<file path="src/rtl/agb_pkg.sv">
`timescale 1ns / 1ps
package agb_pkg;

  localparam int unsigned GRID_CELLS_DEF = 16;
  localparam int unsigned CELL_DEPTH_DEF = 4;
  localparam logic [30:0] MIN_CELL_RST = 31'd1048576;
  localparam int unsigned DIV_W = 40;

  localparam logic [1:0] ACT_REG   = 2'd0;
  localparam logic [1:0] ACT_QUERY = 2'd1;
  localparam logic [1:0] ACT_EOF   = 2'd2;

  typedef struct packed {
    logic [1:0]  action;
    logic [31:0] pos_x;
    logic [31:0] pos_y;
    logic [15:0] object_id;
  } item_t;

  typedef struct packed {
    logic [15:0] found_id;
    logic        hit_valid;
    logic [3:0]  cell_x;
    logic [3:0]  cell_y;
    logic        overflow;
    logic        last;
  } result_t;

  // saturate a 34-bit two's complement value to 32 bits
  function automatic logic [31:0] sat_edge(input logic [33:0] v);
    if (!v[33] && (v[32:31] != 2'b00)) begin
      sat_edge = 32'h7FFF_FFFF;
    end else if (v[33] && (v[32:31] != 2'b11)) begin
      sat_edge = 32'h8000_0000;
    end else begin
      sat_edge = v[31:0];
    end
  endfunction

  // -(grid * m) / 2, saturated; m of zero counts as one
  function automatic logic [31:0] init_edge(input logic [30:0] m, input logic [6:0] g);
    logic [30:0] mm;
    logic [37:0] ext;
    logic [36:0] half;
    mm   = (m == 31'd0) ? 31'd1 : m;
    ext  = 38'(mm) * 38'(g);
    half = ext[37:1];
    if (half > 37'h0_8000_0000) begin
      init_edge = 32'h8000_0000;
    end else begin
      init_edge = ~half[31:0] + 32'd1;
    end
  endfunction

  // neighbor walk: left, lower left, upper left, above, below, right,
  // lower right, upper right, own cell (2-bit two's complement offsets)
  function automatic logic [1:0] nb_dx(input logic [3:0] i);
    unique case (i)
      4'd0, 4'd1, 4'd2: nb_dx = 2'b11;
      4'd5, 4'd6, 4'd7: nb_dx = 2'b01;
      default:          nb_dx = 2'b00;
    endcase
  endfunction

  function automatic logic [1:0] nb_dy(input logic [3:0] i);
    unique case (i)
      4'd1, 4'd4, 4'd6: nb_dy = 2'b11;
      4'd2, 4'd3, 4'd7: nb_dy = 2'b01;
      default:          nb_dy = 2'b00;
    endcase
  endfunction

endpackage

</file>
<file path="src/rtl/agb_front.sv">
`timescale 1ns / 1ps
// two-entry command queue; unknown actions are taken and dropped here
module agb_front import agb_pkg::*; (
  input  logic  clk_i,
  input  logic  rst_ni,
  input  logic  start_i,
  input  item_t item_i,
  output logic  busy_o,
  output item_t head_o,
  output logic  head_valid_o,
  input  logic  pop_i
);

  item_t      slot_q [2];
  logic       wr_q, wr_d, rd_q, rd_d;
  logic [1:0] cnt_q, cnt_d;
  logic       known, push;

  assign known  = (item_i.action == ACT_REG) || (item_i.action == ACT_QUERY) ||
                  (item_i.action == ACT_EOF);
  assign busy_o = (cnt_q == 2'd2);
  assign push   = start_i && !busy_o && known;

  always_comb begin
    wr_d  = push ? ~wr_q : wr_q;
    rd_d  = pop_i ? ~rd_q : rd_q;
    cnt_d = cnt_q + {1'b0, push} - {1'b0, pop_i};
  end

  always_ff @(posedge clk_i or negedge rst_ni) begin
    if (!rst_ni) begin
      wr_q  <= 1'b0;
      rd_q  <= 1'b0;
      cnt_q <= 2'd0;
    end else begin
      wr_q  <= wr_d;
      rd_q  <= rd_d;
      cnt_q <= cnt_d;
    end
  end

  always_ff @(posedge clk_i) begin
    if (push) begin
      slot_q[wr_q] <= item_i;
    end
  end

  assign head_o       = slot_q[rd_q];
  assign head_valid_o = (cnt_q != 2'd0);

endmodule

</file>
<file path="config.mk">
export PLATFORM = sky130hd
export DESIGN_NAME = agb_front
export DESIGN_NICKNAME = d
export VERILOG_FILES = /design/src/rtl/agb_pkg.sv /design/src/rtl/agb_front.sv
export SDC_FILE = /design/constraint.sdc
export NUM_CORES = 1
export LEC_CHECK = 0
export ABC_AREA = 1
export ABC_CLOCK_PERIOD_IN_PS = 4700
export BUFFER_PORTS_ARGS = -buffer_cell sky130_fd_sc_hd__buf_2
export CAP_MARGIN = 5
export CORE_UTILIZATION = 40
export CTS_CLUSTER_DIAMETER = 60
export DETAILED_ROUTE_END_ITERATION = 8
export PLACE_DENSITY = 0.68
export SYNTH_ARGS = -nofsm -noshare
export SYNTH_HDL_FRONTEND = slang
export SYNTH_SLANG_ARGS = --single-unit
export TNS_END_PERCENT = 100
</file>
<file path="constraint.sdc">
create_clock -name clk_i -period 4.7 [get_ports clk_i]
set_clock_uncertainty 0.2 [all_clocks]
set_input_delay 0.705 -clock clk_i [delete_from_list [all_inputs] [get_ports clk_i]]
set_output_delay 0.705 -clock clk_i [all_outputs]
set_load 0.005 [all_outputs]
</file>
# ---- After elaboration in Yosys (flattened, before gate mapping)
# Memory sizes are Yosys's and may differ from the RTL's.
# Index checks and enable logic that the tools add are counted.
dict set report classes {
  addsub 2
  n_eq_ne 3
  muxes 2
  bitwise_logic 2
  reduce_logical 7
}
# operator n
set op_table {}
lappend op_table {{2-bit equality test (second input constant)} 2}
lappend op_table {{2-bit by 1-bit adder with 2-bit output} 1}
lappend op_table {{2-bit by 1-bit equality test with 1-bit output (second input constant)} 1}
lappend op_table {{1-bit logical AND} 2}
lappend op_table {{2-bit zero test} 1}
lappend op_table {{1-bit logical OR} 2}
lappend op_table {{1-bit 2-to-1 mux} 2}
lappend op_table {{1-bit NOT} 2}
lappend op_table {{2-bit nonzero test} 1}
lappend op_table {{2-bit by 1-bit subtractor with 2-bit output} 1}
lappend op_table {{1-bit zero test} 1}
dict set report word_totals {
  regBits 4
  ram_bits 164
  input_bits 86
  output_inout_bits 84
  elab_cells 20
  mem_count 1
}
# memory depth width rd rd_clocked_by_memory_dff write_ports line_no
set mem_list {}
lappend mem_list {slot_q 2 82 1 0 1 agb_front.sv:14} ;# item_t slot_q [2];

# ---- Logic depth before layout (Yosys ltp)
# Gate-level depths: netlist (run 1).
dict set report logic_depth {
  depth_word 6
  ltp_mapped 9
  mapped_depth_nobuf 9
}

# ---- Least setup slack after synthesis (run 1)
# Ideal clock, no wire load.
dict set report synth_timing {
  kind {input-to-reg}
  start {input item_i[80] in the netlist's numbering}
  end {memory slot_q[1][0] in the netlist's numbering (enable)}
  setup_time_ps 523
  arrival_ps 4322
  required_time_ps 3977
  path_slack_ps -345
  path_stages 3
  n_path_buf 0
  cell_sequence {nand2_1 nand3_1 nor2_1}
}
dict set report synth_via {
  elab_chain_cells 6
  elab_cells_between_ends 8
  classes_between {eq/ne (2); mux (2); reduce/logical (4)}
}
# item line_no
set synth_lines {}
lappend synth_lines {{start, declared} agb_front.sv:7} ;# input item_t item_i,
lappend synth_lines {{2-bit by 1-bit equality test with 1-bit output or 2-bit zero test (tied branches)} agb_front.sv:19} ;# assign known = (item_i.action == ACT_REG) || (item_i.action == ACT_QUERY) ||
lappend synth_lines {{1-bit logical OR} agb_front.sv:19}
lappend synth_lines {{1-bit logical OR (*)} agb_front.sv:19}
lappend synth_lines {{1-bit logical AND (*)} agb_front.sv:22} ;# assign push = start_i && !busy_o && known;
lappend synth_lines {{1-bit 2-to-1 mux (*)} agb_front.sv:43} ;# if (push) begin
lappend synth_lines {{1-bit 2-to-1 mux (implied by the code) (*)} agb_front.sv:44} ;# slot_q[wr_q] <= item_i;
lappend synth_lines {{end, declared} agb_front.sv:14}
# Every way passes the cells marked *; elsewhere a longest branch is shown, timed or not.

==> results of run 1 <==
[power breakdown]
group | switching (mW) | internal (mW)
Combinational | 0.565 | 0.422
Sequential | 0.204 | 1.96
Clock | 0.528 | 0.777
[sequential cells by signal, indices dropped and copies added, names as in the netlist]
register and cells:
cnt_q 2, rd_q 1, slot_q 164, wr_q 1
[layout make-up]
| class | count | area [sq um] | share of cell area, % |
|---|---|---|---|
| diodes | 1 | 2.50 | 0.0317 |
| clock buffers | 19 | 433 | 5.48 |
| clock inverters | 13 | 130 | 1.65 |
| inverters | 90 | 339 | 4.29 |
| multi-input cells | 181 | 817 | 10.3 |
| flip-flops and latches | 168 | 5030 | 63.7 |
| well taps | 211 | 264 | 3.34 |
| repair buffers | 174 | 886 | 11.2 |
[synthesized netlist by cell type (all sizes together)]
library cell,number
xor2,1
buf,18
nor2,1
nand2,92
nand4,1
ha,2
nand3,2
dfrtp,4
edfxtp,164
o21ai,82
inv,90
[cell families (layout without fill, tap and decap cells)]
logic type	after synthesis	count (layout)	share of synthesized area, %
flops	168	168	79.9
buf+inv	108	296	7.26
simple gates	96	96	5.81
compound gates	82	82	6.52
fa+ha+maj	2	2	0.398
xor+xnor	1	1	0.139
other cells	0	1	0
[repair_timing]
| action | CTS | global route |
|---|---|---|
| hold endpoints to repair | 4 | 0 |
| hold buffers | 1 | 0 |
| setup endpoints to repair | 0 | 0 |
[metrics by stage]
step | std cells | setup WS [ns]
floorplan | 457 | 1.03
global placement | 823 | 1.91
detailed placement | 823 | 1.82
CTS | 856 | 1.35
global route | 857 | 1.16
finish | 857 | 1.42
[per-layer routing]
metal	vias to the layer above	global-route usage (%)	routed length, um
met5	-	0	24
met4	4	6.93	173
met3	18	5.36	800
met2	117	24.6	5480
met1	1726	16.7	4800
li1	1893	-	-
[worst max-delay path: stages, from the launching register on]
cell,delay (ns)
dfrtp_4,1.18
buf_4,0.42
nand2_1,0.09
o21ai_0,0.09
buf_2,0.14
[worst max-delay path by stage]
stage	slack [ns]	end	cells after the start
floorplan	1.03	slot_q[1][0]	3
finish	1.42	head_o[66]	4
global placement	1.91	slot_q[0][80]	5
global route	1.16	head_o[66]	4
detailed placement	1.82	head_o[66]	4
CTS	1.35	head_o[66]	4
==> results by group, run 1 <==
Clock tree
  • TritonCTS clock tree: built
  • Clock latency on the worst-skew pair: 0.41 ns
  • H-tree levels: 4
  • Clk buf depth: 2
  • Worst-path clk slew: 0.06 ns
  • CTS Root Cell: clkbuf_16
  • Num CTS Buffers: 17
  • Sink Count: 168
  • Post-cts sizing count: 0
  • Postcts setup bufs: 0

Drt
  • Number of vias per cell: 4.39
  • Antenna Nets Post-Route: 0
  • DRC errors left: 0
  • Wirelength per Cell: 13.2 um
  • Pre-antenna DRT Iters: 4
  • Vias: 3,758
  • DRT Wirelength: 11.3 mm
  • Iter 0 DRT Violations: 163

Global routing
  • Number of global-route vias before repair: 3,737
  • Grt ovf: 0
  • Largest net degree at the start of global routing: 134
  • First-pass GRT wire length: 17.7 mm
  • Antenna violations before repair: 3
  • Total GRT Usage: 14.7%

Hold path
  • Hold path cells: 2
  • Hold Path Sink: wr_q
  • HP Class: reg2reg
  • Hold Startpoint: wr_q

Critical path
  • Reg-to-reg slack, setup: 2.30 ns
  • Reg-to-Reg Start: cnt_q[1]
  • Setup crit start kind: flip-flop
  • Crit Path Class: reg2out
  • Crit path capture type: output pin
  • Critical Path AT: 2.38 ns
  • Worst r2r dst: slot_q[0][36]
  • WP data required: 3.80 ns
  • Reg2reg path depth: 4
  • Critical path peak fanout: 133
  • Worst Setup SP: rd_q

STA
  • Final period utilization: 69.8%
  • Hold Slack: 0.278 ns
  • Finish-stage setup viols: 0
  • Fmax achieved: 305 MHz
  • Setup TNS Final: 0 ns
  • Fin. max-slew vios: 0
  • Max-Slew Margin vs Limit: 23.7%
  • Tmin final: 3.28 ns
  • Final Hold Vio Count: 0
  • Worst-Margin Slew: 1.14 ns
  • RSZ-0062 raised after global routing: false

Synth
  • Mapped Area: 0.00629 sq mm
  • Synth Register Bits: 168
  • Cell taking the most area after synthesis: edfxtp_1
  • Part of the Yosys area used for sequential elements: 79.9%
  • Top-area cell type share of the netlist area: 78.3%
  • Cell variety after synth: 14
  • Syn Area/Cell: 13.8 sq um
  • Net Count, Synth: 545
  • Synth warn: 0
  • Main area contributors after synthesis: edfxtp_1 78%, nand2_1 5.5%, o21ai_0 5.4%, inv_1 5.4%, dfrtp_1 1.6%
  • Syn Inst Count: 457

Floorplan
  • Core Area: 0.0153 sq mm
  • Die H: 127 um
  • Die X: 127 um
  • Die area: 0.0162 sq mm
  • Initial Util: 41.2%
  • Top Ports: 170
  • Row count: 45

Power and ir drop
  • VDD IR-drop max: 0.441 mV
  • PD cells: 564 mW/mm^2
  • Design Power: 4.46 mW
  • Leak pwr: 3.36 nW

Final layout
  • Most common cell after layout, fill and taps aside: buf_2
  • Post-Route Utilization: 51.8%
  • Most frequent cells in the layout: 169 x buf_2, 164 x edfxtp_1, 92 x nand2_1, 89 x inv_1, 68 x o21ai_0
  • Fill cell count: 1,296
  • Area Growth Syn to Fin: 25.6%
  • Layout cells sized above 1: 31.5%
  • Final #Nets: 720
  • Final Cell Area: 0.00790 sq mm

Place
  • DP Area: 0.00732 sq mm
  • DP HPWL: 7.64 mm
  • Gpl congestion: 0.701
  • Number of buffers added on ports: 169

Outcome
  • Outcome: completed

Job
  • Maxcap violations: 0
(Power assumes the default switching activity.)
==> inputs of run 2 (changes only) <==
Settings changed: ABC_AREA 1 to 0, ABC_CLOCK_PERIOD_IN_PS 4700 to 2710.
Clock period 4.7 ns to 2.71 ns, I/O delays scaled along.
==> results by group, run 2 <==
Synth
  • Synth warn: 0 (unchanged)
  • Dominant synthesized flop cell: edfxtp_1
  • Post-synth EDFFs: 164 (unchanged)
  • Cell taking the most area after synthesis: edfxtp_1
  • Main area contributors after synthesis: edfxtp_1 76%, mux2_4 16%, buf_12 2.2%, mux2_2 2.1%, dfrtp_1 1.5%
  • Syn Area/Cell: 23.7 sq um (+72%)
  • Syn Inst Count: 273 (-40%)
  • Top-area cell type share of the netlist area: 76.0% (-2.3 points)
  • Count leader, synth: edfxtp_1
  • Part of the Yosys area used for sequential elements: 77.5% (-2.3 points)
  • Post-synthesis async set-or-reset flop share: 2.38% (unchanged)
  • Cell variety after synth: 16 (+2)
  • Top cells by count, synth: 164 x edfxtp_1, 70 x mux2_4, 12 x mux2_2, 7 x buf_12, 4 x dfrtp_1
  • Synth Register Bits: 168 (unchanged)
  • Mapped Area: 0.00648 sq mm (+3.0%)
  • Net Count, Synth: 361 (-34%)

Hold path
  • HP Class: in2reg
  • Hold path cells: 1 (-1)

Drt
  • Antenna Nets Post-Route: 0 (unchanged)
  • Iter 0 DRT Violations: 116 (-29%)
  • DRC errors left: 0 (unchanged)
  • DRT Wirelength: 11.5 mm (+1.8%)
  • Met3 wire len: 646 um (-19%)
  • Pre-antenna DRT Iters: 4 (unchanged)
  • Top Layer Used: met4
  • Vias: 3,447 (-8.3%)
  • Number of vias per cell: 4.48 (+2.2%)
  • Wirelength per Cell: 14.9 um (+13%)
  • Met2 routed WL: 5.95 mm (+8.7%)
  • Metal-1 WL: 4.69 mm (-2.2%)

Critical path
  • Reg-to-reg slack, setup: 0.72 ns (-1.58 ns)
  • Crit path capture type: output pin
  • Crit Path Class: reg2out
  • WP data required: 2.10 ns (-1.70 ns)
  • Critical Path AT: 1.88 ns (-0.50 ns)
  • Setup crit start kind: flip-flop
  • Reg2reg path depth: 4 (unchanged)
  • Critical path peak fanout: 37 (-72%)

Power and ir drop
  • Design Power: 8.25 mW (+85%)
  • VDD IR-drop max: 0.514 mV (+17%)
  • PD cells: 924 mW/mm^2 (+64%)
  • Leak pwr: 3.56 nW (+6.0%)

Global routing
  • First-pass GRT wire length: 17.4 mm (-1.3%)
  • Grt ovf: 0 (unchanged)
  • Antenna violations before repair: 0 (-3)
  • Largest net degree at the start of global routing: 47 (-65%)
  • Total GRT Usage: 14.1% (-0.59 points)
  • Number of global-route vias before repair: 3,656 (-2.2%)

Final layout
  • Area Growth Syn to Fin: 37.8%
  • Most frequent cells in the layout: 169 x buf_2, 164 x edfxtp_1, 83 x dlygate4sd3_1, 70 x mux2_4, 17 x clkbuf_16
  • Fill cell count: 1,231 (-5.0%)
  • Most common cell after layout, fill and taps aside: buf_2
  • Antenna diodes: 0 (-1)
  • Area of the multi-input gates: 0.00131 sq mm (+60%)
  • Final #Nets: 629 (-13%)
  • Most flop-heavy register: slot_q
  • Biggest regs: slot_q (164), cnt_q (2)
  • Max reg flops: 164 (unchanged)
  • Post-Route Utilization: 56.4% (+4.6 points)
  • Layout cells sized above 1: 51.9% (+20 points)
  • Sequential cell area: 0.00503 sq mm (unchanged)

Floorplan
  • Die X: 129 um (+1.5%)
  • Initial Util: 40.9% (-0.29 points)
  • Die H: 129 um (+1.5%)
  • Row count: 46 (+2.2%)
  • Top Ports: 170 (unchanged)
  • Die area: 0.0167 sq mm (+3.0%)
  • Core Area: 0.0158 sq mm (+3.7%)

Clock tree
  • Worst-path clk slew: 0.06 ns (about the same)
  • Clk buf depth: 2 (unchanged)
  • Sink Count: 168 (unchanged)
  • CTS Root Cell: clkbuf_16
  • Num CTS Buffers: 17 (unchanged)
  • Clock latency on the worst-skew pair: 0.41 ns (about the same)
  • Post-cts sizing count: 0 (unchanged)
  • H-tree levels: 4 (unchanged)
  • TritonCTS clock tree: built

STA
  • Final Hold Vio Count: 0 (unchanged)
  • Tmin final: 2.49 ns
  • Setup TNS Final: 0 ns (unchanged)
  • Hold Slack: 0.0344 ns (-0.243 ns)
  • Finish-stage setup viols: 0 (unchanged)
  • Worst-Margin Slew: 0.523 ns (-0.621 ns)
  • Final period utilization: 91.8%
  • Max-Slew Margin vs Limit: 65.2% (+41 points)
  • RSZ-0062 raised after global routing: false
  • Fin. max-slew vios: 0 (unchanged)
  • Fmax achieved: 402 MHz

Job
  • Maxcap violations: 0 (unchanged)

Place
  • Number of buffers added on ports: 169 (unchanged)
  • Gpl congestion: 0.645 (-8.0%)
  • DP HPWL: 7.11 mm (-6.9%)

Outcome
  • Outcome: completed
run 2: cell types whose count changed after synthesis, sizes merged, moves of 2 or more:
cell	change
xnor2	+3
buf	-9
mux2	+82
nand2	-91
inv	-88
nand3	-2
o21ai	-82
run 2: cell type report:
type | count | area share [%]
clock buffers | 21 | 4.93
clock inverters | 10 | 1.18
inverters | 2 | 0.0841
multi-input cells | 94 | 14.6
flip-flops and latches | 168 | 56.3
well taps | 216 | 3.03
repair buffers | 258 | 19.8
run 2: logic make-up (layout without fill, tap and decap cells):
kind of cell	Yosys count	after routing	share of synthesized area, %
flip-flops	168	168	77.5
multiplexers	82	82	18.3
buffers and inverters	11	291	2.53
AND/OR/NAND/NOR	6	6	0.695
XOR/XNOR	4	4	0.541
adder cells (fa/ha/maj)	2	2	0.386
run 2: metal layers:
metal	global-route usage, %	vias to the layer above
li1	-	1610
met1	15.5	1697
met2	24.7	126
met3	4.50	14
met4	6.51	0
met5	0	-
run 2: through the flow:
stage	cell area, sq um	std cells	worst slack (ns)
after detailed placement	7550	655	0.625
final	8930	769	0.221
after floorplan	6480	273	-0.791
after global routing	8930	769	0.143
after global placement	7550	655	0.649
after CTS	8930	769	0.166
run 2: path summary, 6_finish.rpt:
| check | from | endpoint |
|---|---|---|
| worst max-delay path | rd_q | head_o[74] |
| worst min-delay path | item_i[81] | slot_q[1][81] |
| worst max register to register | cnt_q[1] | slot_q[0][13] |
| worst min register to register | cnt_q[0] | cnt_q[0] |
| max in group asynchronous | rst_ni | rd_q |
| min in group asynchronous | rst_ni | wr_q |
run 2: timing repair:
action | in CTS | in global routing
buffers inserted | 0 | 0
hold endpoints to repair | 167 | 0
hold buffers | 83 | 0
run 2: worst max-delay path, stage by stage (launching register included):
cell	delay (ns)
dfrtp_4	0.63
buf_12	0.32
mux2_2	0.38
buf_2	0.13
run 2: report_power, final:
| group | switching (mW) | total (mW) | internal, mW |
|---|---|---|---|
| registers | 0.191 | 3.60 | 3.41 |
| logic | 1.02 | 2.42 | 1.40 |
| clock network | 0.892 | 2.23 | 1.34 |
| total | 2.10 | 8.25 | 6.15 |
==> inputs of run 3 (changes only) <==
Settings changed: CORE_UTILIZATION 40 to 47, PLACE_DENSITY 0.68 to 0.77, SETUP_SLACK_MARGIN from default to 0.5, SLEW_MARGIN from default to 25.
==> results by group, run 3 (same netlist as run 2, synthesis figures left out) <==
Power and ir drop
  • Switching share of power: 25.7% (+0.20 points)
  • Sequential share of power: 39.7% (-3.9 points)
  • P_int: 6.65 mW (+8.2%)
  • Combinational Power Share: 33.1% (+3.8 points)
  • Switching pwr: 2.30 mW (+9.4%)
  • Clock Power Share: 27.3% (+0.3 points)
  • VDD IR-drop max: 0.700 mV (+36%)
  • Leak pwr: 3.71 nW (+4.4%)
  • PD cells: 976 mW/mm^2 (+5.6%)

Job
  • Maxcap violations: 0 (unchanged)

STA
  • Max-Slew Margin vs Limit: 63.7% (-1.5 points)
  • RSZ-0062 raised after global routing: true
  • Fin. max-slew vios: 0 (unchanged)
  • Fmax achieved: 441 MHz (+9.7%)
  • Final Hold Vio Count: 0 (unchanged)
  • Worst-Margin Slew: 0.545 ns (+0.0221 ns)
  • Hold Slack: 0.140 ns (+0.106 ns)
  • Tmin final: 2.27 ns (-0.219 ns)
  • Setup TNS Final: 0 ns (unchanged)
  • PnR worst setup slack: 0.441 ns (+0.219 ns)
  • Final period utilization: 83.7% (-8.1 points)
  • Finish-stage setup viols: 0 (unchanged)

Clock tree
  • CTS Root Cell: clkbuf_16
  • Worst-path clk slew: 0.06 ns (about the same)
  • H-tree levels: 4 (unchanged)
  • Num CTS Buffers: 17 (unchanged)
  • Clk buf depth: 2 (unchanged)
  • TritonCTS clock tree: built
  • Sink Count: 168 (unchanged)
  • Clock latency on the worst-skew pair: 0.41 ns (about the same)

Final layout
  • Most frequent cells in the layout: 169 x buf_2, 164 x edfxtp_1, 84 x dlygate4sd3_1, 70 x mux2_4, 22 x clkbuf_16
  • Most flop-heavy register: slot_q
  • Biggest regs: slot_q (164), cnt_q (2)
  • Layout cells sized above 1: 53.1% (+1.2 points)
  • Antenna diodes: 0 (unchanged)
  • Final #Nets: 644 (+2.4%)
  • Most common cell after layout, fill and taps aside: buf_2
  • Max reg flops: 164 (unchanged)
  • Area Growth Syn to Fin: 41.6%
  • Final Cell Area: 0.00918 sq mm (+2.7%)

Drt
  • Antenna Nets Post-Route: 0 (unchanged)
  • Wirelength per Cell: 18.1 um (+21%)
  • DRT Wirelength: 13.5 mm (+17%)
  • Pre-antenna DRT Iters: 4 (unchanged)
  • DRC errors left: 0 (unchanged)
  • Number of vias per cell: 4.80 (+7.0%)
  • Vias: 3,563 (+3.4%)
  • Iter 0 DRT Violations: 193 (+66%)

Global routing
  • Grt ovf: 0 (unchanged)
  • Largest net degree at the start of global routing: 45 (-4.3%)
  • First-pass GRT wire length: 19.4 mm (+11%)
  • Total GRT Usage: 18.5% (+4.5 points)
  • Antenna violations before repair: 0 (unchanged)
  • Number of global-route vias before repair: 3,881 (+6.2%)

Hold path
  • HP Class: in2async

Place
  • DP Area: 0.00750 sq mm (-0.73%)
  • Gpl congestion: 0.678 (+5.1%)
  • DP HPWL: 7.51 mm (+5.6%)
  • Post-Place Worst Slack: 0.576 ns (-0.0493 ns)
  • Number of buffers added on ports: 169 (unchanged)

Critical path
  • Reg2reg path depth: 7 (+3)
  • WP data required: 2.10 ns (about the same)
  • Critical path peak fanout: 7 (-81%)
  • Reg-to-Reg Start: cnt_q[1]
  • Critical Path AT: 1.66 ns (-0.22 ns)
  • Reg-to-reg slack, setup: 0.71 ns (about the same)
  • Crit path capture type: output pin
  • Worst r2r dst: cnt_q[1]
  • Crit Path Class: reg2out
  • Setup crit start kind: flip-flop

Floorplan
  • Row count: 42 (-8.7%)
  • Top Ports: 170 (unchanged)
  • Initial Util: 48.5% (+7.6 points)
  • Core Area: 0.0133 sq mm (-16%)
  • Die area: 0.0143 sq mm (-15%)
  • Die X: 119 um (-7.6%)
  • Die H: 119 um (-7.6%)

Outcome
  • Outcome: completed
run 3: timing repair:
item | 4_1_cts | 5_1_grt
buffers inserted | 3 | 3
endpoints found under the hold margin | 169 | 0
gates cloned | 0 | 7
setup endpoints to repair | 82 | 132
hold buffers | 84 | 0
resized for setup | 1 | 10
run 3: area by class of cell:
cell class	count	area (sq um)
inverter	2	7.51
multi-input combinational	94	1310
clock inverter	9	151
clock buffer	21	440
tap	176	220
fill	889	4170
timing repair buffer	273	2020
sequential	168	5030
run 3: stage by stage:
stage / std cells / util, % / power (mW)
floorplan: 273 / - / 5.32
global placement: 616 / 56.2 / 5.95
detailed placement: 616 / 56.2 / 6.03
CTS: 733 / 67.2 / 8.64
global route: 743 / 68.7 / 9.32
finish: 743 / 68.7 / 8.95
run 3: layer usage:
layer	wire length, um	share of wire, %	vias to the layer above	global-route usage, %
li1	-	-	1644	-
met1	5240	39	1758	19.8
met2	7190	53	132	33.4
met3	626	4.7	29	4.79
met4	398	3.0	0	10.0
met5	0	0	-	0
run 3: power by group through the flow:
stage | Combinational [mW] | Clock, mW | Sequential [mW]
after floorplan | 1.77 | 0 | 3.55
after global placement | 2.29 | 0 | 3.66
after detailed placement | 2.34 | 0 | 3.69
after CTS | 2.58 | 2.48 | 3.58
after global routing | 3.14 | 2.59 | 3.59
final | 2.96 | 2.44 | 3.55
run 3: how the worst max path moves through the flow:
stage | start | endpoint | slack [ns] | cells after the start
global placement | rd_q | head_o[45] | 0.61 | 3
finish | rd_q | head_o[60] | 0.44 | 4
global route | rd_q | head_o[60] | 0.41 | 4
CTS | rd_q | head_o[53] | 0.43 | 3
floorplan | cnt_q[1] | slot_q[0][0] | 0.12 | 3
detailed placement | rd_q | head_o[50] | 0.58 | 3
run 3: critical path: stages, from the launching register on:
cell and delay, ns:
dfrtp_4 0.49, buf_6 0.16, clkbuf_16 0.17, mux2_4 0.31, buf_2 0.13
